$ cat src/hw/rtl/mdc_pkg.sv
// shared types, codes and constants of the maze carver
package mdc_pkg;

  localparam int unsigned DEF_MAX_WIDTH   = 64;
  localparam int unsigned DEF_MAX_HEIGHT  = 64;
  localparam int unsigned DEF_RANDOM_BITS = 16;

  localparam int unsigned RAND_FIELD_W = 16;
  localparam int unsigned CFG_W        = 7;
  localparam int unsigned DIM_W        = 9;
  localparam int unsigned COORD_OUT_W  = 6;
  localparam int unsigned OPEN_W       = 3;
  localparam int unsigned ACT_W        = 2;
  localparam int unsigned PADDR_W      = 3;
  localparam int unsigned PDATA_W      = 32;
  localparam int unsigned OUT_DATA_W   = 32;

  localparam logic [CFG_W-1:0] RST_GRID_DIM = CFG_W'(16);

  // register select bit of paddr
  localparam logic REG_GRID_WIDTH  = 1'b0;
  localparam logic REG_GRID_HEIGHT = 1'b1;

  // neighbour directions, in search order
  localparam logic [1:0] DIR_N = 2'd0;
  localparam logic [1:0] DIR_E = 2'd1;
  localparam logic [1:0] DIR_S = 2'd2;
  localparam logic [1:0] DIR_W = 2'd3;

  typedef enum logic [ACT_W-1:0] {
    ACT_CARVE = 2'd0,
    ACT_BACK  = 2'd1,
    ACT_IDLE  = 2'd2
  } mdc_action_e;

  typedef enum logic [3:0] {
    ST_CLEAR,
    ST_IDLE,
    ST_RD_N,
    ST_RD_E,
    ST_RD_S,
    ST_RD_W,
    ST_GATHER,
    ST_APPLY,
    ST_POP,
    ST_FINISH
  } mdc_state_e;

  typedef struct packed {
    logic       done;
    logic [1:0] res;
  } mdc_mod3_stat_t;

endpackage

$ cat src/hw/rtl/mdc_mod3.sv
// iterative residue-mod-3 unit, two bits of the value per cycle
module mdc_mod3 #(
  parameter int unsigned VAL_W = mdc_pkg::RAND_FIELD_W
) (
  input  logic                 clk_i,
  input  logic                 rst_ni,
  input  logic                 start_i,
  input  logic [VAL_W-1:0]     value_i,
  output mdc_pkg::mdc_mod3_stat_t stat_o
);

  localparam int unsigned NDIG  = (VAL_W + 1) / 2;
  localparam int unsigned SH_W  = 2 * NDIG;
  localparam int unsigned CNT_W = $clog2(NDIG + 1);

  logic [SH_W-1:0]  sh_q, sh_d;
  logic [CNT_W-1:0] cnt_q, cnt_d;
  logic [1:0]       res_q, res_d;
  logic [2:0]       sum;

  // 4 = 1 mod 3, so base-4 digits simply add up
  always_comb begin
    sum   = {1'b0, res_q} + {1'b0, sh_q[1:0]};
    sh_d  = sh_q;
    cnt_d = cnt_q;
    res_d = res_q;
    if (start_i) begin
      sh_d  = SH_W'(value_i);
      cnt_d = CNT_W'(NDIG);
      res_d = 2'd0;
    end else if (cnt_q != '0) begin
      sh_d  = sh_q >> 2;
      cnt_d = cnt_q - 1'b1;
      res_d = (sum >= 3'd3) ? 2'(sum - 3'd3) : sum[1:0];
    end
  end

  always_ff @(posedge clk_i or negedge rst_ni) begin
    if (!rst_ni) begin
      sh_q  <= '0;
      cnt_q <= '0;
      res_q <= '0;
    end else begin
      sh_q  <= sh_d;
      cnt_q <= cnt_d;
      res_q <= res_d;
    end
  end

  assign stat_o.done = (cnt_q == '0);
  assign stat_o.res  = res_q;

endmodule

$ cat config.mk
export PLATFORM = sky130hd
export DESIGN_NAME = mdc_mod3
export DESIGN_NICKNAME = d
export VERILOG_FILES = /design/src/hw/rtl/mdc_pkg.sv /design/src/hw/rtl/mdc_mod3.sv
export SDC_FILE = /design/constraint.sdc
export NUM_CORES = 1
export LEC_CHECK = 0
export ABC_AREA = 1
export BUFFER_PORTS_ARGS = -buffer_cell sky130_fd_sc_hd__buf_2
export CAP_MARGIN = 20
export CORE_MARGIN = 5
export CORE_UTILIZATION = 44
export CTS_CLUSTER_DIAMETER = 30
export CTS_CLUSTER_SIZE = 20
export DETAILED_ROUTE_END_ITERATION = 8
export PLACE_DENSITY = 0.73
export SYNTH_ARGS = -nofsm -noshare
export SYNTH_HDL_FRONTEND = slang
export SYNTH_SLANG_ARGS = --single-unit
$ cat constraint.sdc
create_clock -name clk_i -period 2.2 [get_ports clk_i]
set_input_delay 0.11 -clock clk_i [delete_from_list [all_inputs] [get_ports clk_i]]
set_output_delay 0.11 -clock clk_i [all_outputs]
set_load 0.05 [all_outputs]
==> flow_metrics.py, run 1 <==
metrics = {
    "run_status": {
        "status": "finished clean",
    },
    "sta": {
        "period_minus_slack_ns": 1.73,
        "finalSetupViolCount": 0,
        "maxSlewHeadroom": 0.673,
        "period_share": 0.786,
        "rsz0062_at_grt": "no",
        "max_freq_mhz": 578,
        "skew_ns": 0.000798,
        "worst_slew_pin_slew_ns": 0.491,
        "fin_ws_ns": 0.471,
        "holdWs_ns": 0.0211,
        "fin_tns_setup_ns": 0,
        "slew_viol_final": 0,
        "hold_violations": 0,
    },
    "place": {
        "dp_hpwl_mm": 1.63,
        "gp_congestion": 0.733,
        "pre_cts_ws_ns": 0.455,
        "io_buffers": 21,
    },
    "logic_synthesis": {
        "synth-compound-area-share": 0.131,
        "yosys_register_bits": 22,
        "seq_area_frac_synth": 0.469,
        "syn-cell-area_um2": 1170,
        "yosys_warnings": 0,
        "ys_types": 19,
        "synthXorXnorAreaFrac": 0.00746,
        "yosys.area_share.simple": 0.225,
        "syn_inst": 148,
        "synth_top_family_by_area": "simple AND/OR/NAND/NOR gates",
        "synth_nets": 172,
        "synthMuxAreaShare": 0,
        "avgSynthCellArea_um2": 7.93,
        "synth_adder_area_share": 0.0597,
    },
    "grt": {
        "track_usage": 0.140,
        "grt_overflow": 0,
        "antenna_found_initial": 0,
        "grt_pass1_wl_mm": 3.97,
        "grt_pass1_vias": 981,
        "grt_start_max_net_pins": 28,
    },
    "worst_setup_path": {
        "reg2reg_from": "res_q[0]",
        "path_buf_inv": 3,
        "cp.arrival_ns": 1.98,
        "critPathMaxStageDelay_ns": 0.50,
        "r2r-end": "res_q[1]",
        "cp_top_family": "adder cells",
        "start_kind": "flip-flop",
        "crit_required_ns": 2.45,
        "endpoint": "res_q[1]",
        "cpMostUsedCell": "inv_1",
        "endpoint_kind": "flip-flop",
        "critPathLaunch": "res_q[0]",
        "r2r_cells": 10,
        "slowest_stage": "fa_1",
        "crit_chain": "ha_1 -> inv_1 -> fa_1 -> inv_1 -> ha_1 -> inv_1 -> nand3_1 -> nand2_1 -> nand3_1 -> nand2_1",
        "regToRegSetupSlack_ns": 0.47,
        "path_class": "reg -> reg",
        "critical_path_depth": 10,
        "crit_path_max_fanout": 3,
    },
    "final_layout": {
        "final_layout_size_suffix_gt1_frac": 0.185,
        "antennaDiodeCount": 0,
        "fillCellCount": 246,
        "areaGrowthSynthToFinish_pct": 11.8,
        "multi_input_area_um2": 497,
        "seqCellArea_um2": 551,
        "final_nets": 194,
    },
    "die": {
        "io-pin-count": 22,
        "start_util": 0.465,
        "num_rows": 18,
        "die_x_um": 61.6,
        "die_h_um": 61.6,
        "dieArea_um2": 3800,
        "fp.coreArea_um2": 2520,
    },
    "job": {
        "cap_violations": 0,
    },
    "power": {
        "p_leak_nw": 0.719,
        "vdd_drop_max_uv": 647,
        "p_per_area_nw_per_um2": 1040,
    },
    "detailed_routing": {
        "drc": 0,
        "route.detailed.wl_per_inst_um": 10.9,
        "route.antenna.remaining_nets": 0,
        "dr.pass1.iters": 4,
        "vias": 955,
        "wl_mm": 2.16,
        "drt_iter0_drc": 42,
        "via_per_inst": 4.82,
    },
    "clocking": {
        "post_cts_buffers": 0,
        "root_buffer": "clkbuf_4",
        "htreeDepth": 1,
        "clk_latency_ns": 0.30,
        "clk_pin_slew_ns": 0.11,
        "cts_tree": "yes",
        "clock_sink_count": 22,
        "cts.path.max_buffers": 2,
        "cts_inserted_buffers": 3,
    },
    "min_path": {
        "hp-class": "in -> reg",
    },
}
-- how the worst min path moves through the flow --
stage           startpoint       end  slack [ns]  cells after the start
6_report       value_i[14]  sh_q[14]        0.02                      3
5_1_grt        value_i[14]  sh_q[14]        0.02                      3
4_1_cts        value_i[14]  sh_q[14]        0.01                      3
3_5_place_dp        rst_ni   sh_q[9]        0.10                      1
3_3_place_gp        rst_ni   sh_q[7]        0.10                      1
2_1_floorplan       rst_ni  cnt_q[0]       -0.19                      0
-- sequential cells by signal, indices dropped and copies added (netlist names) --
name / count
res_q: 2
sh_q: 16
cnt_q: 4
-- through the flow --
step	instance area, um2	std cells	power (mW)	utilization
after CTS	1310	198	1.38	0.520
after detailed placement	1280	194	1.20	0.507
after global placement	1280	194	1.15	0.507
after floorplan	1170	148	1.07	-
final	1310	198	1.36	0.520
after global routing	1310	198	1.50	0.520
-- cell families after synthesis --
kind of cell               after synthesis
buffers and inverters                   29
DFF                                     22
AOI/OAI and AO/OA                       30
xor gates and xnor gates                 1
adders and majority gates                5
and+or+nand+nor                         61
-- worst reg2reg max path: stages (launching register included) --
cell and delay, ns:
dfrtp_1 0.39, ha_1 0.16, inv_1 0.05, fa_1 0.50, inv_1 0.05, ha_1 0.17
inv_1 0.06, nand3_1 0.09, nand2_1 0.08, nand3_1 0.08, nand2_1 0.07
-- routing by layer --
metal,share of wire,wire [um],global-route usage
met1,0.45,966,0.156
met2,0.47,1020,0.253
met3,0.076,164,0.0377
met4,0.0032,7,0.0545
met5,0,0,0
-- cells in the mapped netlist, drive strengths merged --
cell type   n  area share
a21oi       7       0.030
inv        24       0.077
buf         5       0.031
xnor2       1      0.0075
nand3       7       0.030
ha          4       0.043
fa          1       0.017
nand2      48        0.16
dfrtp      22        0.47
nor2        6       0.037
o21ai      23        0.10
-- placed cells by master, fill, tap and decap left out, drive strengths merged --
cell type / instances
nand2: 48
inv: 24
o21ai: 23
dfrtp: 22
buf: 21
nand3: 7
a21oi: 7
nor2: 6
ha: 4
clkbuf: 3
xnor2: 1
fa: 1
dlygate4sd3: 1
-- repair_timing --
action                                 CTS  global route
hold buffers                             1             0
endpoints found under the hold margin   22             0
resized for setup                        0             0
-- layout make-up --
type | count | share of cell area
Multi-Input combinational cell | 97 | 0.378
Clock buffer | 3 | 0.0172
Timing Repair Buffer | 22 | 0.0877
Sequential cell | 22 | 0.419
Inverter | 24 | 0.0686
Tap cell | 30 | 0.0286
-- power by group --
group / internal (mW) / switching (mW)
Clock: 0.0638 / 0.115
Sequential: 0.516 / 0.0718
Combinational: 0.209 / 0.384
(Power assumes the default switching activity.)
==> run 2, diff against run 1 <==
PLACE_DENSITY = 0.75   (was 0.73)
clock period = 1.5 ns   (was 2.2 ns; I/O delays follow)
==> flow_metrics.py, run 2 (synthesized netlist as in run 1, its figures left out) <==
metrics = {
    "run_status": {
        "status": "complete, but fails checks",
        "failed_checks": "setup timing",
    },
    "clocking": {
        "cts_tree": "yes",
        "cts_inserted_buffers": 3,
        "clk_pin_slew_ns": 0.12,
        "clk_latency_ns": 0.30,
        "cts.path.max_buffers": 2,
        "root_buffer": "clkbuf_4",
        "htreeDepth": 1,
        "clock_sink_count": 22,
    },
    "job": {
        "cap_violations": 0,
    },
    "sta": {
        "finalSetupViolCount": 2,
        "rsz0062_at_grt": "yes",
        "fin_ws_ns": -0.188,
        "maxSlewHeadroom": 0.672,
        "period_minus_slack_ns": 1.69,
        "period_share": 1.13,
        "fin_tns_setup_ns": -0.367,
        "slew_viol_final": 0,
        "hold_violations": 0,
        "skew_ns": 0.00106,
        "max_freq_mhz": 593,
        "worst_slew_pin_slew_ns": 0.492,
    },
    "detailed_routing": {
        "route.detailed.wl_per_inst_um": 10.9,
        "drc": 0,
        "wl_mm": 2.25,
        "dr.pass1.iters": 4,
        "drt_iter0_drc": 40,
        "vias": 985,
        "via_per_inst": 4.76,
        "route.antenna.remaining_nets": 0,
    },
    "worst_setup_path": {
        "start_kind": "flip-flop",
        "crit_required_ns": 1.75,
        "critPathMaxStageDelay_ns": 0.51,
        "cp_top_family": "adder cells",
        "path_buf_inv": 3,
        "cp.arrival_ns": 1.94,
        "crit_path_max_fanout": 2,
        "path_class": "reg -> reg",
        "critical_path_depth": 10,
        "crit_chain": "ha_4 -> inv_2 -> fa_1 -> inv_2 -> ha_4 -> inv_2 -> nand3_1 -> nand2_1 -> nand3_1 -> nand2_1",
        "slowest_stage": "fa_1",
        "regToRegSetupSlack_ns": -0.19,
        "r2r_cells": 10,
        "cpMostUsedCell": "inv_2",
        "endpoint_kind": "flip-flop",
    },
    "die": {
        "die_h_um": 61.6,
        "dieArea_um2": 3800,
        "fp.coreArea_um2": 2520,
        "start_util": 0.465,
        "io-pin-count": 22,
        "num_rows": 18,
        "die_x_um": 61.6,
    },
    "power": {
        "p_per_area_nw_per_um2": 1650,
        "pwr-share-clk": 0.188,
        "seq_power_share": 0.363,
        "power_frac_comb": 0.450,
        "swShare": 0.390,
        "power.switching_uw": 943,
        "p_total_mw": 2.42,
        "p_leak_nw": 0.766,
        "internal_power_mw": 1.47,
        "vdd_drop_max_uv": 1010,
    },
    "grt": {
        "grt_pass1_vias": 988,
        "antenna_found_initial": 0,
        "grt_overflow": 0,
        "grt_start_max_net_pins": 23,
        "grt_pass1_wl_mm": 3.88,
        "track_usage": 0.136,
    },
    "final_layout": {
        "final_nets": 202,
        "final_layout_size_suffix_gt1_frac": 0.271,
        "antennaDiodeCount": 0,
        "multi_input_area_um2": 542,
        "seqCellArea_um2": 553,
        "largest_reg_flops": 16,
        "final_util": 0.580,
        "regMostFlops": "sh_q",
        "layout_commonest_cell": "nand2_1",
        "final_area_um2": 1460,
        "areaGrowthSynthToFinish_pct": 24.7,
        "reg_top3": "sh_q x16, cnt_q x4, res_q x2",
        "fillCellCount": 245,
        "final_cell_mix": "nand2_1 (45), dfrtp_1 (20), buf_2 (20)",
    },
    "place": {
        "gp_congestion": 0.753,
        "dpl_cell_area_um2": 1330,
        "io_buffers": 21,
        "dp_hpwl_mm": 1.62,
    },
    "min_path": {
        "holdPathStages": 3,
        "hp-class": "in -> reg",
    },
}
## run 2: changes by cell type in the layout (fill, tap and decap cells not counted), sizes merged
| cell | change |
|---|---|
| buf | +5 |
| bufinv | +1 |
| dlygate4sd3 | +3 |
## run 2: stage by stage
stage	hold slack [ns]	setup slack (ns)	instances
3_3_place_gp	0.0702	-0.175	196
2_1_floorplan	-0.221	-0.315	148
3_5_place_dp	0.0725	-0.247	196
5_1_grt	0.0857	-0.247	207
6_report	0.0562	-0.188	207
4_1_cts	0.0531	-0.235	205
## run 2: final cells by class
class                   count  area share
repair buffers             30       0.129
multi-input cells          97       0.370
flip-flops and latches     22       0.378
inverters                  24      0.0615
well taps                  30      0.0256
clock buffers               3      0.0154
clock inverters             1      0.0205
## run 2: tightest hold or removal path: cells and delay by family
kind	cells	cell delay (ns)
AOI/OAI and AO/OA	2	0.18
buffers and inverters	1	0.08
## run 2: path summary, 6_finish.rpt
| kind | startpoint | endpoint |
|---|---|---|
| max | sh_q[0] | res_q[1] |
| min reg2reg | sh_q[11] | sh_q[11] |
| max in group asynchronous | rst_ni | res_q[1] |
| max reg2reg | sh_q[0] | res_q[1] |
| min in group asynchronous | rst_ni | cnt_q[0] |
| min | value_i[13] | sh_q[13] |
## run 2: power groups by stage
stage                     clock network [mW]  registers [mW]  logic (mW)
final                                  0.453           0.876        1.09
after global routing                   0.492           0.902        1.22
after CTS                              0.474           0.876        1.06
after detailed placement                   0           0.889       0.970
after global placement                     0           0.878       0.919
after floorplan                            0           0.931       0.723
## run 2: per-layer routing
layer | GRT usage | up-vias | share of wire
li1 | - | 515 | -
met1 | 0.161 | 449 | 0.44
met2 | 0.236 | 17 | 0.49
met3 | 0.0210 | 4 | 0.041
met4 | 0.0727 | 0 | 0.020
met5 | 0 | - | 0
## run 2: repair_timing
action	4_1_cts	5_1_grt
endpoints found under the setup margin	3	3
hold endpoints to repair	25	0
setup buffers	1	2
hold buffers	4	0
pin swaps	3	2
resized for setup	4	2
